===== src/rtl/sac_pkg.sv =====
// Package for the slot shuffler: sizes, payload structs, microcode codes and program.
// Used by sac_seq, shuffle_avoiding_current_top and sac_checker; depends on nothing.
`default_nettype none

package sac_pkg;

   localparam int SLOTS      = 5;
   localparam int MAX_TRIES  = 64;
   localparam int IN_SLOTS   = 5;
   localparam int SLOT_W     = 4;
   localparam int TARGET_W   = 3;
   localparam int WORD_W     = 32;
   localparam int NIB_W      = 4;
   localparam int NIBBLES    = WORD_W / NIB_W;
   localparam int NIB_CNT_W  = $clog2(NIBBLES);
   localparam int IDX_W      = $clog2(SLOTS);
   localparam int MOD_W      = $clog2(SLOTS + 1);
   localparam int TRY_W      = $clog2(MAX_TRIES + 1);
   localparam int REPORTED   = (SLOTS < IN_SLOTS) ? SLOTS : IN_SLOTS;

   localparam int SHIFT_A = 13;
   localparam int SHIFT_B = 17;
   localparam int SHIFT_C = 5;
   localparam logic [WORD_W-1:0] SEED_RESET = 32'hDEADBEEF;

   // Datapath operations.
   localparam int OP_W = 3;
   localparam logic [OP_W-1:0] OP_NOP   = 3'd0;
   localparam logic [OP_W-1:0] OP_LOAD  = 3'd1;
   localparam logic [OP_W-1:0] OP_DRAW  = 3'd2;
   localparam logic [OP_W-1:0] OP_MOD   = 3'd3;
   localparam logic [OP_W-1:0] OP_SWAP  = 3'd4;
   localparam logic [OP_W-1:0] OP_CHECK = 3'd5;
   localparam logic [OP_W-1:0] OP_EMIT  = 3'd6;

   // Jump conditions.
   localparam int COND_W = 3;
   localparam logic [COND_W-1:0] C_NEVER    = 3'd0;
   localparam logic [COND_W-1:0] C_ALWAYS   = 3'd1;
   localparam logic [COND_W-1:0] C_NO_REQ   = 3'd2;
   localparam logic [COND_W-1:0] C_NIB_MORE = 3'd3;
   localparam logic [COND_W-1:0] C_I_MORE   = 3'd4;
   localparam logic [COND_W-1:0] C_RETRY    = 3'd5;
   localparam logic [COND_W-1:0] C_OUT_BUSY = 3'd6;

   // Program steps.
   localparam int UPC_W = 3;
   localparam logic [UPC_W-1:0] STEP_IDLE  = 3'd0;
   localparam logic [UPC_W-1:0] STEP_DRAW  = 3'd1;
   localparam logic [UPC_W-1:0] STEP_MOD   = 3'd2;
   localparam logic [UPC_W-1:0] STEP_SWAP  = 3'd3;
   localparam logic [UPC_W-1:0] STEP_CHECK = 3'd4;
   localparam logic [UPC_W-1:0] STEP_EMIT  = 3'd5;
   localparam logic [UPC_W-1:0] STEP_BACK  = 3'd6;

   typedef struct packed {
      logic [OP_W-1:0]   op;
      logic [COND_W-1:0] cond;
      logic [UPC_W-1:0]  target;
   } uword_type;

   typedef struct packed {
      logic no_req;
      logic nib_more;
      logic i_more;
      logic retry;
      logic out_busy;
   } seq_status_type;

   typedef struct packed {
      logic [WORD_W-1:0]        entropy;
      logic signed [SLOT_W-1:0] slot_0_now;
      logic signed [SLOT_W-1:0] slot_1_now;
      logic signed [SLOT_W-1:0] slot_2_now;
      logic signed [SLOT_W-1:0] slot_3_now;
      logic signed [SLOT_W-1:0] slot_4_now;
   } req_type;

   typedef struct packed {
      logic [TARGET_W-1:0] target_0;
      logic [TARGET_W-1:0] target_1;
      logic [TARGET_W-1:0] target_2;
      logic [TARGET_W-1:0] target_3;
      logic [TARGET_W-1:0] target_4;
      logic                gave_up;
   } rsp_type;

   // The control store. A taken condition jumps to target, otherwise the next step follows.
   function automatic uword_type microcode(input logic [UPC_W-1:0] step);
      uword_type w;
      unique case (step)
         STEP_IDLE:  w = '{op: OP_LOAD,  cond: C_NO_REQ,   target: STEP_IDLE};
         STEP_DRAW:  w = '{op: OP_DRAW,  cond: C_NEVER,    target: STEP_IDLE};
         STEP_MOD:   w = '{op: OP_MOD,   cond: C_NIB_MORE, target: STEP_MOD};
         STEP_SWAP:  w = '{op: OP_SWAP,  cond: C_I_MORE,   target: STEP_DRAW};
         STEP_CHECK: w = '{op: OP_CHECK, cond: C_RETRY,    target: STEP_DRAW};
         STEP_EMIT:  w = '{op: OP_EMIT,  cond: C_OUT_BUSY, target: STEP_EMIT};
         STEP_BACK:  w = '{op: OP_NOP,   cond: C_ALWAYS,   target: STEP_IDLE};
         default:    w = '{op: OP_NOP,   cond: C_ALWAYS,   target: STEP_IDLE};
      endcase
      return w;
   endfunction

   function automatic logic [WORD_W-1:0] xorshift32(input logic [WORD_W-1:0] s);
      logic [WORD_W-1:0] x;
      x = s ^ (s << SHIFT_A);
      x = x ^ (x >> SHIFT_B);
      x = x ^ (x << SHIFT_C);
      return x;
   endfunction

endpackage

`default_nettype wire


===== src/rtl/sac_seq.sv =====
// Microcode sequencer of the slot shuffler: step counter, control store and jump logic.
// Depends on sac_pkg.
`default_nettype none

module sac_seq (
   input  wire logic                     clock,
   input  wire logic                     reset,
   input  wire sac_pkg::seq_status_type  status,
   output logic [sac_pkg::OP_W-1:0]      op
);

   logic [sac_pkg::UPC_W-1:0] upc_ff;
   logic [sac_pkg::UPC_W-1:0] upc_in;
   sac_pkg::uword_type        uword;
   logic                      take;

   always_comb begin
      uword = sac_pkg::microcode(upc_ff);
      unique case (uword.cond)
         sac_pkg::C_NEVER:    take = 1'b0;
         sac_pkg::C_ALWAYS:   take = 1'b1;
         sac_pkg::C_NO_REQ:   take = status.no_req;
         sac_pkg::C_NIB_MORE: take = status.nib_more;
         sac_pkg::C_I_MORE:   take = status.i_more;
         sac_pkg::C_RETRY:    take = status.retry;
         sac_pkg::C_OUT_BUSY: take = status.out_busy;
         default:             take = 1'b0;
      endcase
      upc_in = take ? uword.target : upc_ff + 1'b1;
   end

   always_ff @(posedge clock) begin
      if (reset) begin
         upc_ff <= sac_pkg::STEP_IDLE;
      end else begin
         upc_ff <= upc_in;
      end
   end

   assign op = uword.op;

endmodule

`default_nettype wire


===== src/rtl/shuffle_avoiding_current_top.sv =====
// Slot shuffler top level: datapath for seed, remainder unit and permutation registers.
// Depends on sac_pkg and sac_seq.
//
// Each accepted item XORs its entropy word into the kept xorshift32 seed and shuffles
// the slot permutation until no occupied slot keeps its current value, or until 64
// passes are used up (gave_up is then set and the targets are the last pass). A pass
// is four draws (each a generator step, eight remainder steps of the nibble-serial
// modulo unit and a swap) and one check. One item is worked on at a time; a finished
// result waits in the output register while the next item is taken in.
`default_nettype none

module shuffle_avoiding_current_top (
   input  wire logic              clock,
   input  wire logic              reset,
   input  wire logic              req_valid,
   output logic                   req_ready,
   input  wire sac_pkg::req_type  req_payload,
   output logic                   rsp_valid,
   input  wire logic              rsp_ready,
   output sac_pkg::rsp_type       rsp_payload
);

   localparam int IDX_W = sac_pkg::IDX_W;

   logic [sac_pkg::OP_W-1:0]      op;
   sac_pkg::seq_status_type       status;

   logic [sac_pkg::WORD_W-1:0]    seed_ff, seed_in;
   logic [sac_pkg::WORD_W-1:0]    word_ff, word_in;
   logic [IDX_W-1:0]              rem_ff, rem_in;
   logic [sac_pkg::NIB_CNT_W-1:0] nib_ff, nib_in;
   logic [IDX_W-1:0]              i_ff, i_in;
   logic [sac_pkg::TRY_W-1:0]     tries_ff, tries_in, tries_inc;
   logic                          ok_ff, ok_in, ok_now;
   logic [IDX_W-1:0]              perm_ff [sac_pkg::SLOTS];
   logic [IDX_W-1:0]              perm_in [sac_pkg::SLOTS];
   logic [sac_pkg::SLOT_W-1:0]    now_ff  [sac_pkg::IN_SLOTS];
   logic [sac_pkg::SLOT_W-1:0]    now_in  [sac_pkg::IN_SLOTS];
   logic [sac_pkg::TARGET_W-1:0]  target  [sac_pkg::IN_SLOTS];
   logic [sac_pkg::MOD_W-1:0]     modulus;
   sac_pkg::rsp_type              rsp_ff, rsp_in;
   logic                          rsp_valid_ff, rsp_valid_in;
   logic                          out_busy;

   // Folds one nibble into a remainder below m, one bit at a time.
   function automatic logic [IDX_W-1:0] mod_step(input logic [IDX_W-1:0] rem,
                                                 input logic [sac_pkg::NIB_W-1:0] nib,
                                                 input logic [sac_pkg::MOD_W-1:0] m);
      logic [IDX_W:0] acc;
      logic [IDX_W:0] mw;
      acc = {1'b0, rem};
      mw  = (IDX_W + 1)'(m);
      for (int b = sac_pkg::NIB_W - 1; b >= 0; b--) begin
         acc = {acc[IDX_W-1:0], nib[b]};
         if (acc >= mw) begin
            acc = acc - mw;
         end
      end
      return acc[IDX_W-1:0];
   endfunction

   sac_seq u_seq (
      .clock  (clock),
      .reset  (reset),
      .status (status),
      .op     (op)
   );

   assign modulus   = sac_pkg::MOD_W'(i_ff) + sac_pkg::MOD_W'(1);
   assign tries_inc = tries_ff + 1'b1;
   assign out_busy  = rsp_valid_ff && !rsp_ready;

   // A pass is accepted when no occupied slot keeps its value; an empty slot (all ones)
   // can never equal a permutation entry.
   always_comb begin
      ok_now = 1'b1;
      for (int s = 0; s < sac_pkg::REPORTED; s++) begin
         if (now_ff[s] == sac_pkg::SLOT_W'(perm_ff[s])) begin
            ok_now = 1'b0;
         end
      end
   end

   for (genvar k = 0; k < sac_pkg::IN_SLOTS; k++) begin : g_target
      if (k < sac_pkg::SLOTS) begin : g_used
         assign target[k] = sac_pkg::TARGET_W'(perm_ff[k]);
      end else begin : g_unused
         assign target[k] = '0;
      end
   end

   always_comb begin
      status.no_req   = !req_valid;
      status.nib_more = nib_ff != sac_pkg::NIB_CNT_W'(sac_pkg::NIBBLES - 1);
      status.i_more   = i_ff > IDX_W'(1);
      status.retry    = !ok_now && (tries_inc < sac_pkg::TRY_W'(sac_pkg::MAX_TRIES));
      status.out_busy = out_busy;
   end

   always_comb begin
      now_in[0] = req_payload.slot_0_now;
      now_in[1] = req_payload.slot_1_now;
      now_in[2] = req_payload.slot_2_now;
      now_in[3] = req_payload.slot_3_now;
      now_in[4] = req_payload.slot_4_now;

      rsp_in.target_0 = target[0];
      rsp_in.target_1 = target[1];
      rsp_in.target_2 = target[2];
      rsp_in.target_3 = target[3];
      rsp_in.target_4 = target[4];
      rsp_in.gave_up  = !ok_ff;
   end

   always_comb begin
      seed_in      = seed_ff;
      word_in      = word_ff;
      rem_in       = rem_ff;
      nib_in       = nib_ff;
      i_in         = i_ff;
      tries_in     = tries_ff;
      ok_in        = ok_ff;
      perm_in      = perm_ff;
      rsp_valid_in = rsp_valid_ff && !rsp_ready;
      unique case (op)
         sac_pkg::OP_LOAD: begin
            if (req_valid) begin
               seed_in  = seed_ff ^ req_payload.entropy;
               tries_in = '0;
               i_in     = IDX_W'(sac_pkg::SLOTS - 1);
               for (int k = 0; k < sac_pkg::SLOTS; k++) begin
                  perm_in[k] = IDX_W'(k);
               end
            end
         end
         sac_pkg::OP_DRAW: begin
            seed_in = sac_pkg::xorshift32(seed_ff);
            word_in = sac_pkg::xorshift32(seed_ff);
            rem_in  = '0;
            nib_in  = '0;
         end
         sac_pkg::OP_MOD: begin
            rem_in  = mod_step(rem_ff, word_ff[sac_pkg::WORD_W-1 -: sac_pkg::NIB_W], modulus);
            word_in = word_ff << sac_pkg::NIB_W;
            nib_in  = nib_ff + 1'b1;
         end
         sac_pkg::OP_SWAP: begin
            perm_in[i_ff]   = perm_ff[rem_ff];
            perm_in[rem_ff] = perm_ff[i_ff];
            i_in            = i_ff - 1'b1;
         end
         sac_pkg::OP_CHECK: begin
            ok_in    = ok_now;
            tries_in = tries_inc;
            i_in     = IDX_W'(sac_pkg::SLOTS - 1);
         end
         sac_pkg::OP_EMIT: begin
            if (!out_busy) begin
               rsp_valid_in = 1'b1;
            end
         end
         default: begin
         end
      endcase
   end

   always_ff @(posedge clock) begin
      if (reset) begin
         seed_ff      <= sac_pkg::SEED_RESET;
         rsp_valid_ff <= 1'b0;
      end else begin
         seed_ff      <= seed_in;
         rsp_valid_ff <= rsp_valid_in;
      end
   end

   always_ff @(posedge clock) begin
      word_ff  <= word_in;
      rem_ff   <= rem_in;
      nib_ff   <= nib_in;
      i_ff     <= i_in;
      tries_ff <= tries_in;
      ok_ff    <= ok_in;
      perm_ff  <= perm_in;
      if (op == sac_pkg::OP_LOAD && req_valid) begin
         now_ff <= now_in;
      end
      if (op == sac_pkg::OP_EMIT && !out_busy) begin
         rsp_ff <= rsp_in;
      end
   end

   assign req_ready   = op == sac_pkg::OP_LOAD;
   assign rsp_valid   = rsp_valid_ff;
   assign rsp_payload = rsp_ff;

endmodule

`default_nettype wire


===== config.mk =====
export PLATFORM = sky130hd
export DESIGN_NAME = shuffle_avoiding_current_top
export DESIGN_NICKNAME = d
export VERILOG_FILES = /design/src/rtl/sac_pkg.sv /design/src/rtl/sac_seq.sv /design/src/rtl/shuffle_avoiding_current_top.sv
export SDC_FILE = /design/constraint.sdc
export NUM_CORES = 1
export LEC_CHECK = 0
export ABC_AREA = 0
export ABC_CLOCK_PERIOD_IN_PS = 7600
export BUFFER_PORTS_ARGS = -buffer_cell sky130_fd_sc_hd__buf_2
export CORE_AREA = 2 2 118 120
export CTS_CLUSTER_SIZE = 40
export DETAILED_ROUTE_END_ITERATION = 6
export DIE_AREA = 0 0 120 122
export PLACE_DENSITY_LB_ADDON = 0.12
export SYNTH_ARGS = -nofsm -noshare
export SYNTH_HDL_FRONTEND = slang
export SYNTH_HIERARCHICAL = 1
export SYNTH_SLANG_ARGS = --single-unit

===== constraint.sdc =====
create_clock -name clock -period 7.6 [get_ports clock]
set_input_delay 0.76 -clock clock [delete_from_list [all_inputs] [get_ports clock]]
set_output_delay 0.76 -clock clock [all_outputs]
set_load 0.03 [all_outputs]

# Word-level counts from Yosys, hierarchy flattened
# Index checks and enable logic that the tools add are counted.
# op_classes
n_bitwise,6
eq_ne,24
magnitude_cmp,10
n_reduce_logical,21
addsub,9
muxes,39
# ops
operator,count
$pmux W32 S2,2
$xor A32 B32 Y32,3
$pmux W9 S6,1
$mux W3,15
$mux W32,1
$xor A32 B15 Y32,1
$bwmux W15,2
$pmux W15 S2,1
$eq A3 B3 Y1 const B,8
$eq A4 B3 Y1,5
$bmux W3 S3,2
$demux W3 S3,2
$eq A3 B2 Y1 const B,6
$ge A4 B3 Y1,4
$mux W15,1
$pmux W7 S2,1
$pmux W3 S2,2
$sub A3 B3 Y3,4
$add A3 B1 Y3 const B,3
$eq A3 B1 Y1 const B,3
$pmux W3 S3,1
$ge A4 B4 Y1 const B,2
$lt A4 B1 Y1 const B,2
$not A3 Y4,2
other kinds (15),35
# totals
elab_cells,134
register_bits,136
output_inout_bits,18

# Depth between registers and ports, before layout
# Gate-level depths: netlist of run 1.
# logic_depth
ltp_word,13
ltp_mapped,28

# Modules after synthesis
# The synthesis of run 1 kept the hierarchy.
# by_module_without_submodules
mod,n_inst,seq_area_each_um2,area_each_um2,cells_each
shuffle_avoiding_current_top,1,3663.5,7553.5,729
sac_seq,1,60.1,325.3,39

# Worst setup path before layout of run 1
# No wires, ideal clock.
# synth_path
kind,reg2reg
startpoint,reg i_ff[0]
endpoint,reg rem_ff[2] (data pin)
setup_slack_ps,1014
path_stages_with_launch,28
n_path_buf,1
setup_ps,262
arrival_time_ps,6323
path_cell_list,edfxtp_1 > clkbuf_1 > inv_1 > ha_1 > xnor2_1 > ha_1 > or3b_4 > o31a_2 > maj3_2 > nor3_1 > nor2_1 > fa_1 > o31ai_1 > o32ai_4 > nand2_1 > mux2i_2 > ha_1 > nand2_1 > nand2_1 > a21o_1 > a2111o_1 > o21a_4 > o21a_1 > fa_1 > a21o_1 > a21oi_1 > o211a_4 > mux2i_1
# synth_via
elab_chain_cells,13
word_cells_on_any_way,17
classes_between,5 x add/sub; 4 x order compare; 8 x mux
# synth_lines
element,line,rtl
start: declaration,shuffle_avoiding_current_top.sv:32,"logic [IDX_W-1:0] i_ff, i_in;"
start signal: assignment,shuffle_avoiding_current_top.sv:181,i_ff <= i_in;
$add A3 B1 Y3 (*),shuffle_avoiding_current_top.sv:69,assign modulus = sac_pkg::MOD_W'(i_ff) + sac_pkg::MOD_W'(1);
"named net modulus, one bit",shuffle_avoiding_current_top.sv:40,logic [sac_pkg::MOD_W-1:0] modulus;
$ge A4 B3 Y1 / $sub A3 B3 Y3 (equally long branches),"shuffle_avoiding_current_top.sv:55, shuffle_avoiding_current_top.sv:56",
$mux W3,shuffle_avoiding_current_top.sv:55,if (acc >= mw) begin
$mux W3,shuffle_avoiding_current_top.sv:125,unique case (op)
$ge A4 B3 Y1 / $sub A3 B3 Y3 (equally long branches),"shuffle_avoiding_current_top.sv:55, shuffle_avoiding_current_top.sv:56",
$mux W3,shuffle_avoiding_current_top.sv:55,
$mux W3,shuffle_avoiding_current_top.sv:125,
$ge A4 B3 Y1 / $sub A3 B3 Y3 (equally long branches),"shuffle_avoiding_current_top.sv:55, shuffle_avoiding_current_top.sv:56",
$mux W3,shuffle_avoiding_current_top.sv:55,
$mux W3,shuffle_avoiding_current_top.sv:125,
$ge A4 B3 Y1 / $sub A3 B3 Y3 (equally long branches),"shuffle_avoiding_current_top.sv:55, shuffle_avoiding_current_top.sv:56",
$mux W3 (*),shuffle_avoiding_current_top.sv:55,
$pmux W3 S2 (*),shuffle_avoiding_current_top.sv:125,
end signal: assignment,shuffle_avoiding_current_top.sv:179,rem_ff <= rem_in;
end: declaration,shuffle_avoiding_current_top.sv:30,"logic [IDX_W-1:0] rem_ff, rem_in;"
# Mark *: on every way through the listed nets, which the timed path passes. The rest lies on a longest branch. The select of a mux whose other input is x is not followed.
# A chain may end at the register's enable or synchronous reset.

# Final worst setup path of run 1
# layout_path
startpoint,reg i_ff[0]
endpoint,reg rem_ff[1] (data pin)
# The elaborated chain is that of the path after synthesis.

==> run summary, run 1 <==
Status: completed
Post-Synth XOR/XNOR Area: 13.5%
Commonest cells post-synth: nor2_1 (107), edfxtp_1 (100), nand2_1 (76)
Crit Path Max Fanout: 12
Clk_skew: 0.00579 ns
Fmax: 140 MHz
ANT cells: 0
Synth Area in Compound Gates: 12.8%
Routed wire length: 16,700 um
Area Overhead vs Synth: 12.9%
Sequential area share after synthesis: 47.3%
Largest net degree at the start of global routing: 48
Post-CTS sizing: 0
Kind of critical path: flip-flop to flip-flop
Tcrit/Tclk final: 93.9%
Synthesized area: 7880 um2
Crit start category: flip-flop
Final Hold Viols: 0
Met3 Wirelength: 837 um
Post-synth EDFFs: 100
Avg Inst Size Synth: 10.3 um2
Max cap viols: 0
Yosys top cell area share: 38.1%
Final Wtd Congestion: 0.856
Footprint of the multi-input gates: 3880 um2
Top FF cell, synth: edfxtp_1
Crit. Startpoint: i_ff[0]$_SDFFCE_PP0P_
M1 WL: 7560 um
Via count: 5,753
Vias in the first global route: 5,547
Inst Count DP: 994
CTS buffer count: 17
Residual DRC count: 0
Via-to-Cell Ratio: 5.61
CTS tree: built
Largest family of logic cells by synthesized area: simple AND/OR/NAND/NOR gates
Fin Setup TNS: 0 ns
GRT overflow: 0
Die X: 120 um
Critical path required time: 7.86 ns
Critical R2R Capture: rem_ff[1]$_SDFFCE_PN0P_
Die height: 122 um
HP Class: flip-flop to flip-flop
Antenna Violating Nets Remaining: 0
Antenna violations before repair: 0
Worst r2r src: i_ff[0]$_SDFFCE_PP0P_
Final Setup Violations: 0
Syn nets: 848
Mux cell area share after synthesis: 2.84%
Initial drt markers: 478
I/O Pins: 74
Core ar.: 13,500 um2
Clock Pin Slew Worst Setup and Hold Paths: 0.06 ns
Crit path capture type: flip-flop
Dpl hpwl: 12,100 um
Final design area excluding fillers: 8900 um2
H-tree depth: 4
Worst R2R Setup Slack: 0.46 ns
Worst slew pin tran: 1.23 ns
Fin. max-slew vios: 0
Clk_lat worst skew: 0.42 ns
Total setup buffers inserted after CTS: 0
Fin nets: 913
All-layer global routing usage: 23.7%
WL/cell: 16.2 um
Layout Cells excl Fill: 1,026
Synth Instances: 768
Flops & latches, synth: 136
DIE AREA: 14,600 um2
Fraction of layout cells with a size suffix above 1: 18.6%
DR top layer: met4
Crit path DAT: 7.39 ns
Fillers: 1,084
Final min period: 7.14 ns
Crit path capture: rem_ff[1]$_SDFFCE_PN0P_
Post-synth top area cell: edfxtp_1
Fraction of registers with async set/reset: 0%
CTS Hold Bufs: 0
Port Buffer Count: 73
Initial DRT Pass Iterations: 5
Simple-gate area share of the yosys netlist: 15.7%
Post-synthesis adder-cell area fraction: 4.24%
Worst R2R Path Depth: 26
Root buf cell: clkbuf_16
Top-count cell post-synth: nor2_1
Starting density of the core: 58.3%
First-pass GRT wire length: 27,400 um
Placed cell area: 8340 um2
Yosys warning count: 6
RSZ-0062 raised after global routing: no
Clock sink count: 136
FF+latch area: 3720 um2
Clock tree buffer depth: 2
Hold WS: 0.500 ns
Routed met2 length: 8090 um
Synth area leaders: edfxtp_1 (38%), dfxtp_1 (9.1%), xor2_1 (7.4%)
Row count: 43
Slew headroom: 18.0%
Synth cell types: 77
## layout by cell type (no fill, tap or decap), types with 4 or more instances in the layout
master	synthesis	layout
a211oi_1	12	12
a21o_1	6	6
a21oi_1	37	37
a22oi_1	13	13
and3_1	6	6
buf_2	2	73
buf_4	1	6
clkbuf_16	0	17
clkinvlp_4	0	4
dfxtp_1	36	36
edfxtp_1	100	100
ha_1	21	21
inv_1	27	27
inv_6	0	6
mux2_2	6	6
mux2i_1	6	6
nand2_1	76	76
nand2b_1	18	18
nand3_1	8	8
nor2_1	107	107
nor2b_1	7	6
nor3_1	11	10
nor4_1	4	4
o211ai_1	11	11
o21ai_0	27	27
or2_2	10	10
xnor2_1	51	51
xor2_1	67	67
## per-layer routing
layer  up-vias  global-route usage (%)
li1       2808                       -
met1      2751                    31.7
met2       177                    38.7
met3        17                    5.10
met4         0                    8.01
met5         -                       0
## cells by family after synthesis
| kind of cell | after synthesis |
|---|---|
| buffers and inverters | 61 |
| xor gates and xnor gates | 119 |
| AOI/OAI and AO/OA | 143 |
| muxes | 17 |
| adders and majority gates | 25 |
| DFF | 136 |
| and+or+nand+nor | 267 |
## per-stage QoR
step | worst slack (ns) | utilization [%]
after floorplan | 1.01 | -
final | 0.464 | 65.9
after CTS | 0.452 | 65.9
after detailed placement | 0.487 | 61.8
after global placement | 0.805 | 61.8
after global routing | 0.0826 | 65.9
## critical path: stages, from the launching register on
cell and delay, ns:
edfxtp_1 0.62, inv_1 0.22, ha_1 0.49, xnor2_1 0.19
ha_1 0.32, or3b_4 0.45, o31a_2 0.18, maj3_2 0.33
nor3_1 0.15, nor2_1 0.12, fa_1 0.44, o31ai_1 0.14
o32ai_4 0.16, nand2_1 0.14, mux2i_2 0.32, ha_1 0.29
nand2_1 0.06, nand2_1 0.06, a21o_1 0.19, a2111o_1 0.42
o21a_4 0.26, o21a_1 0.21, fa_1 0.43, a21o_1 0.18
a21oi_1 0.19, o211a_4 0.22, mux2i_1 0.20
## state kept, by name, summed over array words and instances (netlist names)
| signal | flops |
|---|---|
| seed_ff | 32 |
| word_ff | 32 |
| now_ff | 20 |
| ok_ff | 1 |
| u_seq/upc_ff | 3 |
| tries_ff | 7 |
| nib_ff | 3 |
| perm_ff | 15 |
| rsp_valid | 1 |
| i_ff | 3 |
| rem_ff | 3 |
| rsp_payload | 16 |
## area by class of cell
cell class | count | share of cell area, %
clock inverters | 15 | 1.46
inverters | 28 | 1.18
well taps | 180 | 2.53
flip-flops and latches | 136 | 41.9
clock buffers | 17 | 4.78
multi-input cells | 571 | 43.6
repair buffers | 79 | 4.61
## how the worst min path moves through the flow
stage	startpoint	endpoint	slack (ns)	cells past startpoint
after floorplan	u_seq/upc_ff[0]$_SDFF_PP0_	u_seq/upc_ff[0]$_SDFF_PP0_	0.46	1
after global placement	u_seq/upc_ff[0]$_SDFF_PP0_	u_seq/upc_ff[0]$_SDFF_PP0_	0.48	1
after detailed placement	rsp_valid$_SDFF_PP0_	rsp_valid$_SDFF_PP0_	0.49	2
after CTS	req_payload[1]	now_ff[1]$_DFFE_PP_	0.49	1
after global routing	req_payload[10]	now_ff[10]$_DFFE_PP_	0.49	1
final	u_seq/upc_ff[0]$_SDFF_PP0_	u_seq/upc_ff[0]$_SDFF_PP0_	0.50	1
Power of run 1 is not shown: default switching activity piles up to over one toggle a cycle in this logic, so the estimate is an artifact.
==> run 2: changes to the inputs <==
--- a/config.mk
+++ b/config.mk
@@ -6,12 +6,13 @@
 export NUM_CORES = 1
 export LEC_CHECK = 0
 export ABC_AREA = 0
-export ABC_CLOCK_PERIOD_IN_PS = 7600
+export ABC_CLOCK_PERIOD_IN_PS = 6280
 export BUFFER_PORTS_ARGS = -buffer_cell sky130_fd_sc_hd__buf_2
-export CORE_AREA = 2 2 118 120
+export CORE_AREA = 2 2 124 126
 export CTS_CLUSTER_SIZE = 40
 export DETAILED_ROUTE_END_ITERATION = 6
-export DIE_AREA = 0 0 120 122
+export DIE_AREA = 0 0 126 128
+export GPL_ROUTABILITY_DRIVEN = 0
 export PLACE_DENSITY_LB_ADDON = 0.12
 export SYNTH_ARGS = -nofsm -noshare
 export SYNTH_HDL_FRONTEND = slang
==> constraint.sdc (replaced) <==
create_clock -name clock -period 6.28 [get_ports clock]
set_input_delay 0.628 -clock clock [delete_from_list [all_inputs] [get_ports clock]]
set_output_delay 0.628 -clock clock [all_outputs]
set_load 0.03 [all_outputs]
==> run summary, run 2 (synthesis gave the netlist of run 1 again) <==
Status: completed
Placed cell area: 8390 um2
Final Setup Violations: 0
GRT overflow: 0
Die X: 126 um
Final Hold Viols: 0
Fraction of layout cells with a size suffix above 1: 20.3%
Crit path DAT: 6.25 ns
Crit path capture type: flip-flop
Clock tree buffer depth: 2
Critical path required time: 6.55 ns
Initial drt markers: 537
Area Overhead vs Synth: 14.5%
Clk_lat worst skew: 0.43 ns
Initial DRT Pass Iterations: 7
Tcrit/Tclk final: 95.2%
Clk_skew: 0.0114 ns
CTS Hold Bufs: 0
First-pass GRT wire length: 27,900 um
Via count: 5,867
CTS tree: built
Crit start category: flip-flop
Antenna Violating Nets Remaining: 0
Slew headroom: 17.5%
Die height: 128 um
Kind of critical path: flip-flop to flip-flop
Via-to-Cell Ratio: 5.64
Fin nets: 920
Fmax: 167 MHz
I/O Pins: 74
Core ar.: 14,900 um2
Root buf cell: clkbuf_16
Clock sink count: 136
Dpl hpwl: 12,300 um
Routed wire length: 17,300 um
Residual DRC count: 0
Starting density of the core: 53.0%
H-tree depth: 4
Vias in the first global route: 5,715
Worst slew pin tran: 1.23 ns
Clock Pin Slew Worst Setup and Hold Paths: 0.06 ns
Final min period: 5.98 ns
Row count: 45
Commonest non-fill, non-tap cell in the layout: nor2_1
ANT cells: 0
WL/cell: 16.7 um
Top Registers: seed_ff x32, word_ff x32, now_ff x20
Port Buffer Count: 73
Largest net degree at the start of global routing: 45
HP Class: input pin to flip-flop
Fin. max-slew vios: 0
Antenna violations before repair: 0
All-layer global routing usage: 21.5%
CTS buffer count: 17
Most frequent cells in the layout: nor2_1 (106), edfxtp_1 (100), nand2_1 (76)
Crit Path Max Fanout: 7
Final design area excluding fillers: 9020 um2
DIE AREA: 16,100 um2
Max cap viols: 0
==> run 2: changes by cell type in the layout (fill, tap and decap cells not counted), sizes merged <==
cell / previous run / this run
clkinv: 2 / 3
clkinvlp: 4 / 2
bufinv: 0 / 1
buf: 79 / 86
==> run 2: timing repair <==
| action | 4_1_cts | 5_1_grt |
|---|---|---|
| setup buffers | 1 | 1 |
| gates resized for setup | 0 | 8 |
| pin swaps | 0 | 2 |
| endpoints found under the hold margin | 0 | 0 |
| endpoints found under the setup margin | 3 | 3 |
==> run 2: through the flow <==
step / std cells / worst slack [ns] / hold WS, ns / TNS (ns) / util [%]
global route: 1041 / -0.00512 / 0.359 / -0.00512 / 60.7
detailed placement: 1007 / 0.0134 / 0.495 / 0 / 56.5
finish: 1041 / 0.302 / 0.374 / 0 / 60.7
CTS: 1040 / 0.0422 / 0.362 / 0 / 60.4
global placement: 1007 / 0.157 / 0.478 / 0 / 56.5
floorplan: 768 / 0.0169 / 0.456 / 0 / -
==> run 2: worst paths after layout <==
kind	start	endpoint	slack (ns)	cells after the start
worst min register to register	u_seq/upc_ff[0]$_SDFF_PP0_	u_seq/upc_ff[0]$_SDFF_PP0_	0.51	1
worst max register to register	i_ff[1]$_SDFFCE_PP0P_	rem_ff[2]$_SDFFCE_PN0P_	0.30	26
worst min-delay path	req_payload[18]	now_ff[18]$_DFFE_PP_	0.37	1
worst max-delay path	i_ff[1]$_SDFFCE_PP0P_	rem_ff[2]$_SDFFCE_PN0P_	0.30	26
==> run 2: layer usage <==
metal  global-route usage, %  vias up  routed length, um
met5                       0        -                  0
met4                    7.82        0                386
met3                    4.88       44                866
met2                    34.6      201               8210
met1                    28.6     2798               7870
li1                        -     2824                  -
==> run 2: worst max-delay path: stages (launching register included) <==
cell and delay, ns:
edfxtp_1 0.40, inv_2 0.09, ha_2 0.28, xnor2_1 0.15
ha_1 0.22, or3b_4 0.42, o31a_4 0.16, maj3_2 0.34
nor3_2 0.15, nor2_2 0.09, fa_2 0.39, o31ai_2 0.10
o32ai_4 0.15, nand2_1 0.12, mux2i_2 0.27, ha_1 0.27
nand2_1 0.06, nand2_1 0.05, a21o_1 0.20, a2111o_1 0.37
o21a_4 0.26, o21a_1 0.20, fa_2 0.37, a21o_1 0.17
a21oi_2 0.15, o211a_4 0.20, mux2i_1 0.18
==> run 2: area by class of cell <==
cell class / instances / area (um2)
Clock buffer: 17 / 425
Clock inverter: 15 / 158
Fill cell: 1249 / 5850
Inverter: 28 / 105
Multi-Input combinational cell: 571 / 3910
Sequential cell: 136 / 3720
Tap cell: 188 / 235
Timing Repair Buffer: 86 / 463
Power of run 2 is left out for the same reason.
